`config.mk`:
```
export PLATFORM = sky130hd
export DESIGN_NAME = integer_text_parser_core
export DESIGN_NICKNAME = d
export VERILOG_FILES = /design/src/rtl/itp_pkg.sv /design/src/rtl/integer_text_parser_core.sv /design/src/rtl/itp_step.sv
export SDC_FILE = /design/constraint.sdc
export NUM_CORES = 1
export LEC_CHECK = 0
export ABC_CLOCK_PERIOD_IN_PS = 16600
export BUFFER_PORTS_ARGS = -buffer_cell sky130_fd_sc_hd__buf_2
export CORE_ASPECT_RATIO = 0.8
export CORE_MARGIN = 8
export CORE_UTILIZATION = 40
export DETAILED_ROUTE_END_ITERATION = 16
export GPL_TIMING_DRIVEN = 0
export PLACE_DENSITY_LB_ADDON = 0.15
export SYNTH_ARGS = -nofsm -noshare
export SYNTH_HDL_FRONTEND = slang
export SYNTH_SLANG_ARGS = --single-unit
```
`constraint.sdc`:
```
create_clock -name clk -period 16.6 [get_ports clk]
set_input_delay 3.32 -clock clk [delete_from_list [all_inputs] [get_ports clk]]
set_output_delay 3.32 -clock clk [all_outputs]
set_load 0.02 [all_outputs]
```
`src/rtl/itp_pkg.sv`:
```
package itp_pkg;

  localparam int CHAR_W      = 8;
  localparam int VALUE_W     = 64;
  localparam int POS_W       = 16;
  localparam int CFG_ADDR_W  = 2;
  localparam int CFG_DATA_W  = 8;
  localparam int OUT_TDATA_W = 88;
  localparam int OUT_TUSER_W = 2;

  localparam logic [1:0] PH_SKIP   = 2'd0;
  localparam logic [1:0] PH_ZERO   = 2'd1;
  localparam logic [1:0] PH_DIGITS = 2'd2;

  localparam logic [1:0] BASE_DEC = 2'd0;
  localparam logic [1:0] BASE_OCT = 2'd1;
  localparam logic [1:0] BASE_HEX = 2'd2;

  localparam logic [CFG_ADDR_W-1:0] CFG_BASE_MODE = 2'd0;
  localparam logic [CFG_ADDR_W-1:0] CFG_SEPARATOR = 2'd1;
  localparam logic [CFG_ADDR_W-1:0] CFG_GROUPING  = 2'd2;

  localparam logic [CHAR_W-1:0] CH_ZERO   = 8'h30;
  localparam logic [CHAR_W-1:0] CH_SEVEN  = 8'h37;
  localparam logic [CHAR_W-1:0] CH_NINE   = 8'h39;
  localparam logic [CHAR_W-1:0] CH_LOW_X  = 8'h78;
  localparam logic [CHAR_W-1:0] CH_UP_X   = 8'h58;
  localparam logic [CHAR_W-1:0] CH_SPACE  = 8'h20;
  localparam logic [CHAR_W-1:0] CH_LOW_A  = 8'h61;
  localparam logic [CHAR_W-1:0] CH_LOW_F  = 8'h66;
  localparam logic [CHAR_W-1:0] CH_UP_A   = 8'h41;
  localparam logic [CHAR_W-1:0] CH_UP_F   = 8'h46;
  localparam logic [CHAR_W-1:0] SEP_RESET = 8'd44;

  localparam logic [POS_W-1:0] COUNT_MAX = 16'hFFFF;

  typedef struct packed {
    logic [1:0]        base_mode;
    logic [CHAR_W-1:0] separator_char;
    logic              grouping_enabled;
  } cfg_t;

  typedef struct packed {
    logic [CHAR_W-1:0] char_code;
    logic              stream_end;
  } item_t;

  typedef struct packed {
    logic [1:0]         phase;
    logic [VALUE_W-1:0] acc;
    logic               any_digit;
    logic [POS_W-1:0]   char_count;
    logic [POS_W-1:0]   start_pos;
  } state_t;

  typedef struct packed {
    logic [VALUE_W-1:0] parsed_value;
    logic               fail_flag;
    logic [POS_W-1:0]   stop_position;
    logic [CHAR_W-1:0]  stop_char;
    logic               ended_by_stream;
  } result_t;

endpackage

```
`src/rtl/integer_text_parser_core.sv`:
```
// Parses one unsigned integer from a character stream in decimal, octal or hex
// (cfg register base_mode), skipping leading spaces, an optional 0x/0X prefix in
// hex and, in decimal with grouping on, the separator character. One character
// item is taken per clock unless stalled as below; a result item becomes valid
// when the character or end-of-stream item that closes the number has been
// accepted into the input register and the step logic, which it feeds, has
// loaded the result register. While a result waits on out_tready, the next item
// that closes a number holds in the input register and stalls the input. That
// rate is set by the step logic, whose single 64-bit multiply-by-base and add
// updates the accumulator once per character. The closing character is reported
// in stop_char and is not part of the next number. Write configuration only
// while no parse is in progress.
module integer_text_parser_core (
  input  logic                               clk,
  input  logic                               rst_n,
  input  logic                               in_tvalid,
  output logic                               in_tready,
  input  logic [itp_pkg::CHAR_W-1:0]         in_tdata,   // char_code
  input  logic                               in_tlast,   // stream_end
  output logic                               out_tvalid,
  input  logic                               out_tready,
  // parsed_value, stop_position, stop_char
  output logic [itp_pkg::OUT_TDATA_W-1:0]    out_tdata,
  // fail_flag, ended_by_stream
  output logic [itp_pkg::OUT_TUSER_W-1:0]    out_tuser,
  input  logic                               cfg_we,
  input  logic [itp_pkg::CFG_ADDR_W-1:0]     cfg_addr,
  input  logic [itp_pkg::CFG_DATA_W-1:0]     cfg_wdata
);
  import itp_pkg::*;

  cfg_t    cfg_r;
  logic    s1_valid_r;
  item_t   s1_item_r;
  state_t  st_r;
  state_t  st_nxt;
  logic    out_valid_r;
  result_t out_res_r;
  logic    step_res_valid;
  result_t step_res;
  logic    s1_fire;
  logic    in_accept;

  itp_step u_step (
    .cfg       (cfg_r),
    .st        (st_r),
    .item      (s1_item_r),
    .st_nxt    (st_nxt),
    .res_valid (step_res_valid),
    .res       (step_res)
  );

  assign s1_fire   = s1_valid_r && (!step_res_valid || !out_valid_r || out_tready);
  assign in_tready = !s1_valid_r || s1_fire;
  assign in_accept = in_tvalid && in_tready;

  always_ff @(posedge clk) begin
    if (!rst_n) begin
      cfg_r.base_mode        <= BASE_DEC;
      cfg_r.separator_char   <= SEP_RESET;
      cfg_r.grouping_enabled <= 1'b0;
    end else if (cfg_we) begin
      unique case (cfg_addr)
        CFG_BASE_MODE: cfg_r.base_mode        <= cfg_wdata[1:0];
        CFG_SEPARATOR: cfg_r.separator_char   <= cfg_wdata;
        CFG_GROUPING:  cfg_r.grouping_enabled <= cfg_wdata[0];
        default: ;
      endcase
    end
  end

  always_ff @(posedge clk) begin
    if (!rst_n) begin
      s1_valid_r <= 1'b0;
    end else if (in_accept) begin
      s1_valid_r <= 1'b1;
    end else if (s1_fire) begin
      s1_valid_r <= 1'b0;
    end
  end

  always_ff @(posedge clk) begin
    if (in_accept) begin
      s1_item_r.char_code  <= in_tdata;
      s1_item_r.stream_end <= in_tlast;
    end
  end

  always_ff @(posedge clk) begin
    if (!rst_n) begin
      st_r.phase      <= PH_SKIP;
      st_r.acc        <= '0;
      st_r.any_digit  <= 1'b0;
      st_r.char_count <= '0;
      st_r.start_pos  <= '0;
    end else if (s1_fire) begin
      st_r <= st_nxt;
    end
  end

  always_ff @(posedge clk) begin
    if (!rst_n) begin
      out_valid_r <= 1'b0;
    end else if (s1_fire && step_res_valid) begin
      out_valid_r <= 1'b1;
    end else if (out_tready) begin
      out_valid_r <= 1'b0;
    end
  end

  always_ff @(posedge clk) begin
    if (s1_fire && step_res_valid) begin
      out_res_r <= step_res;
    end
  end

  assign out_tvalid = out_valid_r;
  assign out_tdata  = {out_res_r.stop_char, out_res_r.stop_position, out_res_r.parsed_value};
  assign out_tuser  = {out_res_r.ended_by_stream, out_res_r.fail_flag};

`ifndef SYNTHESIS
  a_fail_zero_value: assert property (@(posedge clk) disable iff (!rst_n)
    out_valid_r && out_res_r.fail_flag |-> out_res_r.parsed_value == '0)
    else $error("failed parse carries a nonzero value");

  a_stream_end_char: assert property (@(posedge clk) disable iff (!rst_n)
    out_valid_r && out_res_r.ended_by_stream |-> out_res_r.stop_char == '0)
    else $error("stream end result carries a stop character");

  a_clear_after_result: assert property (@(posedge clk) disable iff (!rst_n)
    s1_fire && step_res_valid |=> st_r.phase == PH_SKIP && st_r.char_count == '0
      && !st_r.any_digit)
    else $error("parse state not cleared after a result");

  a_no_result_overwrite: assert property (@(posedge clk) disable iff (!rst_n)
    out_valid_r && !out_tready |-> !(s1_fire && step_res_valid))
    else $error("pending result overwritten");
`endif

endmodule

```
`src/rtl/itp_step.sv`:
```
module itp_step (
  input  itp_pkg::cfg_t    cfg,
  input  itp_pkg::state_t  st,
  input  itp_pkg::item_t   item,
  output itp_pkg::state_t  st_nxt,
  output logic             res_valid,
  output itp_pkg::result_t res
);
  import itp_pkg::*;

  logic               is_hex;
  logic               is_oct;
  logic               is_dec;
  logic [CHAR_W-1:0]  ch;
  logic [POS_W-1:0]   cnt_inc;
  logic [3:0]         dig_val;
  logic               dig_ok;
  logic [VALUE_W-1:0] acc_mul;
  logic [VALUE_W-1:0] acc_new;
  logic               go_common;
  logic               fin;
  logic [POS_W-1:0]   start_eff;

  assign ch     = item.char_code;
  assign is_hex = (cfg.base_mode == BASE_HEX);
  assign is_oct = (cfg.base_mode == BASE_OCT);
  assign is_dec = !is_hex && !is_oct;

  assign cnt_inc = (st.char_count == COUNT_MAX) ? st.char_count : st.char_count + 16'd1;

  // digit decode for the active base
  always_comb begin
    dig_val = ch[3:0];
    dig_ok  = 1'b0;
    if (ch >= CH_ZERO && ch <= CH_NINE) begin
      dig_ok = is_oct ? (ch <= CH_SEVEN) : 1'b1;
    end else if (is_hex && ((ch >= CH_LOW_A && ch <= CH_LOW_F) ||
                            (ch >= CH_UP_A && ch <= CH_UP_F))) begin
      dig_val = ch[3:0] + 4'd9;
      dig_ok  = 1'b1;
    end
  end

  // multiply by base as shifts, plus one add in decimal
  always_comb begin
    if (is_hex) begin
      acc_mul = {st.acc[VALUE_W-5:0], 4'b0};
    end else if (is_oct) begin
      acc_mul = {st.acc[VALUE_W-4:0], 3'b0};
    end else begin
      acc_mul = {st.acc[VALUE_W-4:0], 3'b0} + {st.acc[VALUE_W-2:0], 1'b0};
    end
  end

  assign acc_new = acc_mul + {{(VALUE_W-4){1'b0}}, dig_val};

  always_comb begin
    st_nxt    = st;
    go_common = 1'b0;
    fin       = 1'b0;
    start_eff = st.start_pos;
    unique case (st.phase)
      PH_SKIP: begin
        start_eff = st.char_count;
        if (item.stream_end) begin
          fin = 1'b1;
        end else if (ch == CH_SPACE) begin
          st_nxt.char_count = cnt_inc;
        end else begin
          st_nxt.start_pos = st.char_count;
          if (ch == CH_ZERO && !is_dec) begin
            st_nxt.char_count = cnt_inc;
            st_nxt.any_digit  = 1'b1;
            st_nxt.acc        = '0;
            st_nxt.phase      = is_hex ? PH_ZERO : PH_DIGITS;
          end else begin
            st_nxt.phase = PH_DIGITS;
            go_common    = 1'b1;
          end
        end
      end
      PH_ZERO: begin
        if (item.stream_end) begin
          fin = 1'b1;
        end else begin
          st_nxt.phase = PH_DIGITS;
          if (ch == CH_LOW_X || ch == CH_UP_X) begin
            // 0x prefix: restart after it
            st_nxt.char_count = cnt_inc;
            st_nxt.start_pos  = cnt_inc;
            st_nxt.any_digit  = 1'b0;
          end else begin
            go_common = 1'b1;
          end
        end
      end
      PH_DIGITS: begin
        go_common = 1'b1;
      end
      default: begin
        st_nxt.phase = PH_DIGITS;
        go_common    = 1'b1;
      end
    endcase

    if (go_common) begin
      if (item.stream_end) begin
        fin = 1'b1;
      end else if (cfg.grouping_enabled && is_dec && ch == cfg.separator_char) begin
        st_nxt.char_count = cnt_inc;
      end else if (!dig_ok) begin
        fin = 1'b1;
      end else begin
        st_nxt.acc        = acc_new;
        st_nxt.any_digit  = 1'b1;
        st_nxt.char_count = cnt_inc;
      end
    end

    res_valid           = fin;
    res.parsed_value    = st.any_digit ? st.acc : '0;
    res.fail_flag       = !st.any_digit;
    res.stop_position   = st.any_digit ? st.char_count : start_eff;
    res.stop_char       = item.stream_end ? '0 : ch;
    res.ended_by_stream = item.stream_end;

    if (fin) begin
      st_nxt.phase      = PH_SKIP;
      st_nxt.acc        = '0;
      st_nxt.any_digit  = 1'b0;
      st_nxt.char_count = '0;
      st_nxt.start_pos  = '0;
    end
  end

endmodule
```
==> reports/summary.txt, run 1 <==
=====================================================================================
Fraction of registers with async set or reset after synthesis                      0%
Post-CTS Setup Inserts                                                              0
Worst clock skew on the final layout                                        0.0183 ns
Most frequent cells in the layout                                        sky130_fd_sc_hd__nor2_1 (220), sky130_fd_sc_hd__nand2_1 (164), sky130_fd_sc_hd__a21oi_1 (161)
Pin count of the biggest net entering global routing                               34
Count of flip-flops with a built-in enable after synthesis                         99
Detailed-route vias per instance                                                 6.12
Overall overflow remaining after global route                                       0
Overall via count from detail_route                                             16600
Most frequent standard cell in the layout excluding fill and tap cells   sky130_fd_sc_hd__nor2_1
Fraction of the yosys area taken by sequential cells                            32.2%
Grt met3 use                                                                    6.58%
Critical Path Start Type                                                     register
Cell row count                                                                     66
Required time at the worst-slack endpoint                                    13.28 ns
Number of placed instances, taps included                                        2667
Core Region                                                              0.0403 sq mm
Total global-route track usage                                                  25.5%
Count of final hold-check violations                                                0
Total setup violations reported at the end of the flow                              0
Worst slew slack as a fraction of its limit                                     22.3%
Ratio of cells with drive above 1 in the final layout                           11.5%
Sequential Area                                                          0.00522 sq mm
Grt met2 use                                                                    36.4%
Critical path, cell by cell                                              inv_1 -> ha_1 -> or3b_2 -> nand4_1 -> a21oi_1 -> a31oi_1 -> a221o_1 -> o21ai_0 -> clkbuf_1 -> nor2_1 -> nand2_1 -> or2_2 -> buf_2
Number of cells traversed by the worst register-to-register path                   25
Sinks on Clock Net                                                                211
TritonCTS clock tree                                                             done
Worst stage delay on the critical path                                        0.77 ns
Number of primary I/O pins                                                        116
Vias in the first global route                                                  15800
Standby leakage power                                                      0.00684 uW
Post-route minimum period                                                     8.19 ns
Class of the most critical setup path                                         reg2out
Unique masters post-synth                                                          92
Critical path capture point type                                          output port
Net count after synthesis                                                        2102
Fin nets                                                                         2248
Number of buffers inserted by hold repair at cts                                    0
Hpwl dp                                                                  48300 microns
Run status                                                               finished, final reports clean
Max Clock Freq                                                              0.122 GHz
Number of buffers added on ports                                                  115
Total Die Area                                                           0.0472 sq mm
Effective utilization at floorplan                                              40.2%
Cell at the root of the clock tree                                       sky130_fd_sc_hd__clkbuf_16
Area growth, synth to finish                                                    13.5%
Number of gates resized after cts                                                   0
Number of diodes added for antenna fixing                                           0
Type of the worst min-delay path                                              reg2reg
Busiest layer in global routing                                                  met1
Yosys warns                                                                         0
Clock transition at path regs                                                 0.06 ns
Wire length of the first global-routing pass                             94900 microns
Layout filler cell count                                                         4123
Final total power                                                             1270 uW
Average wire per cell in the routed design                               22.7 microns
Share of the clock period used by the worst path                                49.4%
RSZ-0062 raised after global routing                                               no
Most used flip-flop cell after synthesis                                 sky130_fd_sc_hd__dfxtp_1
Final sum of negative setup slack                                                0 ns
Syn avg cell area                                                          8.07 sq um
Number of remaining DRC errors                                                      0
Register bit total from synthesis                                                 211
Arrival @ worst endpoint                                                      4.87 ns
Number of max-slew violations in the final report                                   0
Clock buffers created by TritonCTS                                                 26
Beginning of the worst hold path                                              st_r[2]
Die Y                                                                     196 microns
Combined area of the multi-input logic cells                             0.0103 sq mm
Post-layout utilization of the core                                             45.6%
Peak supply drop                                                          0.0000831 V
Hold-critical path depth                                                            2
Number of max-capacitance violations reported                                       0
Transition time of the tightest slew-check pin                                1.17 ns
Biggest fanout along the worst timing path                                         10
Post-Synthesis Cell Area                                                 0.0162 sq mm
Routability congestion estimate                                                 0.940
Power density normalized to cell area                                    69.1 mW/mm^2
Met1 track demand over resource in global routing                               37.4%
Start of the worst register-to-register path                                 cfg_r[9]
Number of detailed-routing iterations run before antenna repair                     5
Clock latency on the worst-skew pair                                          0.56 ns
Internal reg-to-reg setup slack                                               8.46 ns
Slowest-stage cell, CP                                                   sky130_fd_sc_hd__nor2_1
Antenna viol nets, final                                                            0
First-iteration detailed-routing DRC count                                       1747
Capturing point of the worst reg2reg path                                    st_r[96]
Number of antenna violations at the first check in global routing                   1
Cell Count, Final, Fillers Out                                                   2716
Number of instances in the synthesized netlist                                   2006
Worst min-delay path endpoint                                                 st_r[2]
Width of the die                                                          241 microns
Deepest clock path buffer count                                                     3
Total wirelength of the detailed-routed design                           61600 microns
Number of H-tree branching levels                                                   1
=====================================================================================
==> power by group <==
part | leakage (uW) | switching (uW) | internal (uW)
Sequential | 0.00186 | 4.67 | 555
Clock | 0.000434 | 240 | 355
Combinational | 0.00455 | 82.8 | 33.4
Total | 0.00684 | 327 | 944
==> layer usage <==
metal / vias up / part of all wire [%]
met5: - / 0
met4: 0 / 2.9
met3: 107 / 9.9
met2: 725 / 41
met1: 8001 / 46
li1: 7798 / -
==> worst max path at each step <==
stage / slack (ns) / from / end
2_1_floorplan: 8.42 / out_tready / st_r[74]
3_3_place_gp: 5.91 / out_tready / st_r[74]
3_5_place_dp: 8.78 / cfg_r[10] / st_r[96]
4_1_cts: 8.48 / s1_item_r[1] / in_tready
5_1_grt: 7.93 / s1_item_r[1] / in_tready
6_report: 8.41 / s1_item_r[1] / in_tready
==> kinds of logic (layout without fill, tap and decap cells) <==
group,count (synthesis),after routing,synth area share (%)
compound gates,612,612,25.2
buf+inv,171,337,4.36
fa+ha+maj,72,72,5.66
simple gates,811,811,25.1
mux,42,42,2.74
xor+xnor,87,87,4.75
flops,211,211,32.2
==> metrics by stage <==
stage	hold WS, ns	setup WS [ns]	instance area, sq um
after floorplan	0.439	8.42	16200
after global placement	0.468	5.91	17400
after CTS	0.489	8.48	18400
final	0.485	8.41	18400
after detailed placement	0.476	8.78	17500
after global routing	0.508	7.93	18400
==> critical path: cells and delay by family (launching register included) <==
family | cells | cell delay (ns)
flip-flops | 1 | 0.51
AND/OR/NAND/NOR | 5 | 1.82
AO/OA/AOI/OAI | 4 | 1.10
buffers and inverters | 3 | 0.65
adder cells (fa/ha/maj) | 1 | 0.24
==> Yosys cell counts, drive strengths merged, types with 40 or more instances <==
| cell type | number | area [sq um] |
|---|---|---|
| edfxtp | 99 | 2970 |
| and2 | 72 | 450 |
| a21oi | 162 | 815 |
| o21ai | 138 | 709 |
| nor3 | 71 | 355 |
| xnor2 | 50 | 445 |
| nand2 | 164 | 616 |
| dfxtp | 112 | 2240 |
| clkbuf | 97 | 368 |
| nor2 | 221 | 830 |
| ha | 70 | 876 |
| nand4 | 44 | 275 |
| nand3 | 51 | 260 |
| buf | 40 | 210 |
| a22oi | 46 | 345 |
==> flip-flops by register name (all words and copies together), names as in the netlist <==
signal and count:
cfg_r 11, out_tdata 88, out_tvalid 1, s1_item_r 9, s1_valid_r 1, st_r 99
out_tuser 2
==> final cells by class <==
cell class,count,area share (%)
clock inverter,11,0.578
clock buffer,37,4.22
sequential,211,28.4
multi-input combinational,1624,55.9
tap,544,3.70
buffer,137,3.14
inverter,34,0.694
timing repair buffer,118,3.39
(Power assumes the default switching activity.)
==> inputs of run 2 (changes only) <==
ABC_CLOCK_PERIOD_IN_PS = 7200   (was 16600)
clock period = 7.2 ns   (was 16.6 ns; I/O delays follow)
==> run 2 against run 1 <==
First-iteration DRC count fell by 2.8%. Largest cell class unchanged. Core utilization is essentially flat. Worst setup slack worse by 7.9 ns.
==> reports/summary.txt, run 2 (synthesis gave the netlist of run 1 again) <==
=====================================================================================
Run status                                                               finished, final reports clean   unchanged
Critical path capture point type                                             register   was output port
Class of the most critical setup path                                         reg2reg   was reg2out
Total Die Area                                                           0.0472 sq mm   unchanged
Layout filler cell count                                                         4118   was 4123
Number of max-capacitance violations reported                                       0   unchanged
Clock transition at path regs                                                 0.06 ns   about the same
Antenna viol nets, final                                                            0   unchanged
Number of detailed-routing iterations run before antenna repair                     5   unchanged
CP endpoint                                                                  st_r[96]   was in_tready
Hpwl dp                                                                  48300 microns   unchanged
Most frequent cells in the layout                                        sky130_fd_sc_hd__nor2_1 (220), sky130_fd_sc_hd__nand2_1 (164), sky130_fd_sc_hd__a21oi_1 (161)   unchanged
Post-route minimum period                                                     6.69 ns
Number of H-tree branching levels                                                   1   unchanged
Critical Path Start Type                                                     register   unchanged
Type of the worst min-delay path                                              reg2reg   unchanged
Max Clock Freq                                                              0.149 GHz
Fin nets                                                                         2244   was 2248
Die Y                                                                     196 microns   unchanged
Worst clock skew on the final layout                                        0.0156 ns   was 0.0183 ns
Share of the clock period used by the worst path                                92.9%
Count of final hold-check violations                                                0   unchanged
Area growth, synth to finish                                                    13.5%   about the same
Start of the worst register-to-register path                                 cfg_r[9]   unchanged
Final hold slack                                                             0.485 ns   about the same
Most frequent standard cell in the layout excluding fill and tap cells   sky130_fd_sc_hd__nor2_1   unchanged
Total wirelength of the detailed-routed design                           61300 microns   was 61600 microns
Average wire per cell in the routed design                               22.6 microns   was 22.7 microns
Flip-flop count of the largest register, all copies and words added                99   unchanged
Overall overflow remaining after global route                                       0   unchanged
Sinks on Clock Net                                                                211   unchanged
Standby leakage power                                                      0.00686 uW   was 0.00684 uW
Core Region                                                              0.0403 sq mm   unchanged
Most flop-heavy register                                                         st_r   unchanged
Width of the die                                                          241 microns   unchanged
Combined area of the multi-input logic cells                             0.0103 sq mm   unchanged
Transition time of the tightest slew-check pin                                1.24 ns   was 1.17 ns
Biggest fanout along the worst timing path                                         19   was 10
Number of buffers added on ports                                                  115   unchanged
Internal reg-to-reg setup slack                                               0.51 ns   was 8.46 ns
Hold-critical path depth                                                            2   unchanged
Post-CTS Setup Inserts                                                              0   unchanged
Deepest clock path buffer count                                                     3   unchanged
Clock latency on the worst-skew pair                                          0.56 ns   about the same
First-iteration detailed-routing DRC count                                       1698   was 1747
Effective utilization at floorplan                                              40.2%   unchanged
Wire length of the first global-routing pass                             94800 microns   was 94900 microns
Number of placed instances, taps included                                        2667   unchanged
Capturing point of the worst reg2reg path                                    st_r[96]   unchanged
Overall via count from detail_route                                             16600   about the same
Pin count of the biggest net entering global routing                               34   unchanged
Total setup violations reported at the end of the flow                              0   unchanged
Number of max-slew violations in the final report                                   0   unchanged
Sequential Area                                                          0.00522 sq mm   unchanged
Power density normalized to cell area                                     159 mW/mm^2   was 69.1 mW/mm^2
Ratio of cells with drive above 1 in the final layout                           11.8%   was 11.5%
Number of cells traversed by the worst register-to-register path                   23   was 25
Total global-route track usage                                                  25.4%   was 25.5%
Number of diodes added for antenna fixing                                           0   unchanged
Clock buffers created by TritonCTS                                                 26   unchanged
Routability congestion estimate                                                 0.940   unchanged
TritonCTS clock tree                                                             done   unchanged
Required time at the worst-slack endpoint                                     7.67 ns   was 13.28 ns
Number of antenna violations at the first check in global routing                   1   unchanged
Cell Count, Final, Fillers Out                                                   2712   was 2716
Cell row count                                                                     66   unchanged
Arrival @ worst endpoint                                                      7.16 ns   was 4.87 ns
Worst slew slack as a fraction of its limit                                     17.6%   was 22.3%
RSZ-0062 raised after global routing                                               no   unchanged
Detailed-route vias per instance                                                 6.10   was 6.12
Number of primary I/O pins                                                        116   unchanged
Vias in the first global route                                                  15800   about the same
Cell at the root of the clock tree                                       sky130_fd_sc_hd__clkbuf_16   unchanged
Final total power                                                             2930 uW   was 1270 uW
Peak supply drop                                                           0.000191 V   was 0.0000831 V
Crit path launch                                                             cfg_r[9]   was s1_item_r[1]
Number of remaining DRC errors                                                      0   unchanged
=====================================================================================
-- run 2: repair_timing --
item	4_1_cts	5_1_grt
hold buffers	0	0
gates resized for setup	2	9
endpoints found under the setup margin	30	27
pin swaps	0	0
-- run 2: where the power goes --
group / internal, uW / switching, uW / leakage, uW / total, uW
sequential: 1280 / 10.8 / 0.00186 / 1290
combinational: 77.1 / 189 / 0.00456 / 267
clock: 819 / 553 / 0.000434 / 1370
-- run 2: metrics by stage --
step                utilization, %  TNS (ns)  setup slack [ns]  cell area [sq um]
global route                  45.6         0            0.0329              18400
floorplan                        -         0            0.0837              16200
CTS                           45.6         0            0.0357              18400
finish                        45.6         0             0.508              18400
detailed placement            43.4     -8.49            -0.624              17500
global placement              43.3   -260.81             -2.95              17400
-- run 2: area by class of cell --
cell class | instances | share of cell area (%)
Clock buffer | 37 | 4.22
Clock inverter | 11 | 0.579
Inverter | 34 | 0.694
Timing Repair Buffer | 118 | 3.39
Buffer | 133 | 3.12
Sequential cell | 211 | 28.4
Multi-Input combinational cell | 1624 | 55.9
Tap cell | 544 | 3.70
-- run 2: worst min path at each step --
stage / to / startpoint / slack (ns)
2_1_floorplan: out_tuser[1] / s1_item_r[0] / 0.44
3_3_place_gp: st_r[3] / st_r[3] / 0.47
3_5_place_dp: st_r[2] / st_r[2] / 0.48
4_1_cts: st_r[2] / st_r[2] / 0.49
5_1_grt: st_r[8] / st_r[8] / 0.51
6_report: st_r[2] / st_r[2] / 0.48
-- run 2: per-layer routing --
metal / vias up / wire, microns / global-route usage, % / part of all wire (%)
met5: - / 0 / 0 / 0
met4: 0 / 1650 / 6.80 / 2.7
met3: 105 / 5750 / 6.53 / 9.4
met2: 694 / 25100 / 36.4 / 41
met1: 7978 / 28800 / 37.2 / 47
li1: 7777 / - / - / -
-- run 2: critical path, stage by stage, from the launching register on --
cell	delay [ns]
sky130_fd_sc_hd__dfxtp_1	0.32
sky130_fd_sc_hd__inv_1	0.08
sky130_fd_sc_hd__ha_1	0.14
sky130_fd_sc_hd__buf_2	0.29
sky130_fd_sc_hd__clkbuf_4	0.38
sky130_fd_sc_hd__clkbuf_2	0.33
sky130_fd_sc_hd__buf_2	0.33
sky130_fd_sc_hd__buf_2	0.44
sky130_fd_sc_hd__clkbuf_1	0.39
sky130_fd_sc_hd__buf_2	0.40
sky130_fd_sc_hd__nor2_1	0.10
sky130_fd_sc_hd__ha_1	0.33
sky130_fd_sc_hd__nor2b_1	0.13
sky130_fd_sc_hd__o21ai_0	0.14
sky130_fd_sc_hd__nor3_1	0.30
sky130_fd_sc_hd__nand3b_1	0.24
sky130_fd_sc_hd__nor2_1	0.19
sky130_fd_sc_hd__and3_1	0.24
sky130_fd_sc_hd__nand3b_1	0.16
sky130_fd_sc_hd__or3_1	0.44
sky130_fd_sc_hd__nand3b_1	0.39
sky130_fd_sc_hd__nor3_1	0.37
sky130_fd_sc_hd__nand4_1	0.17
sky130_fd_sc_hd__a311oi_1	0.28
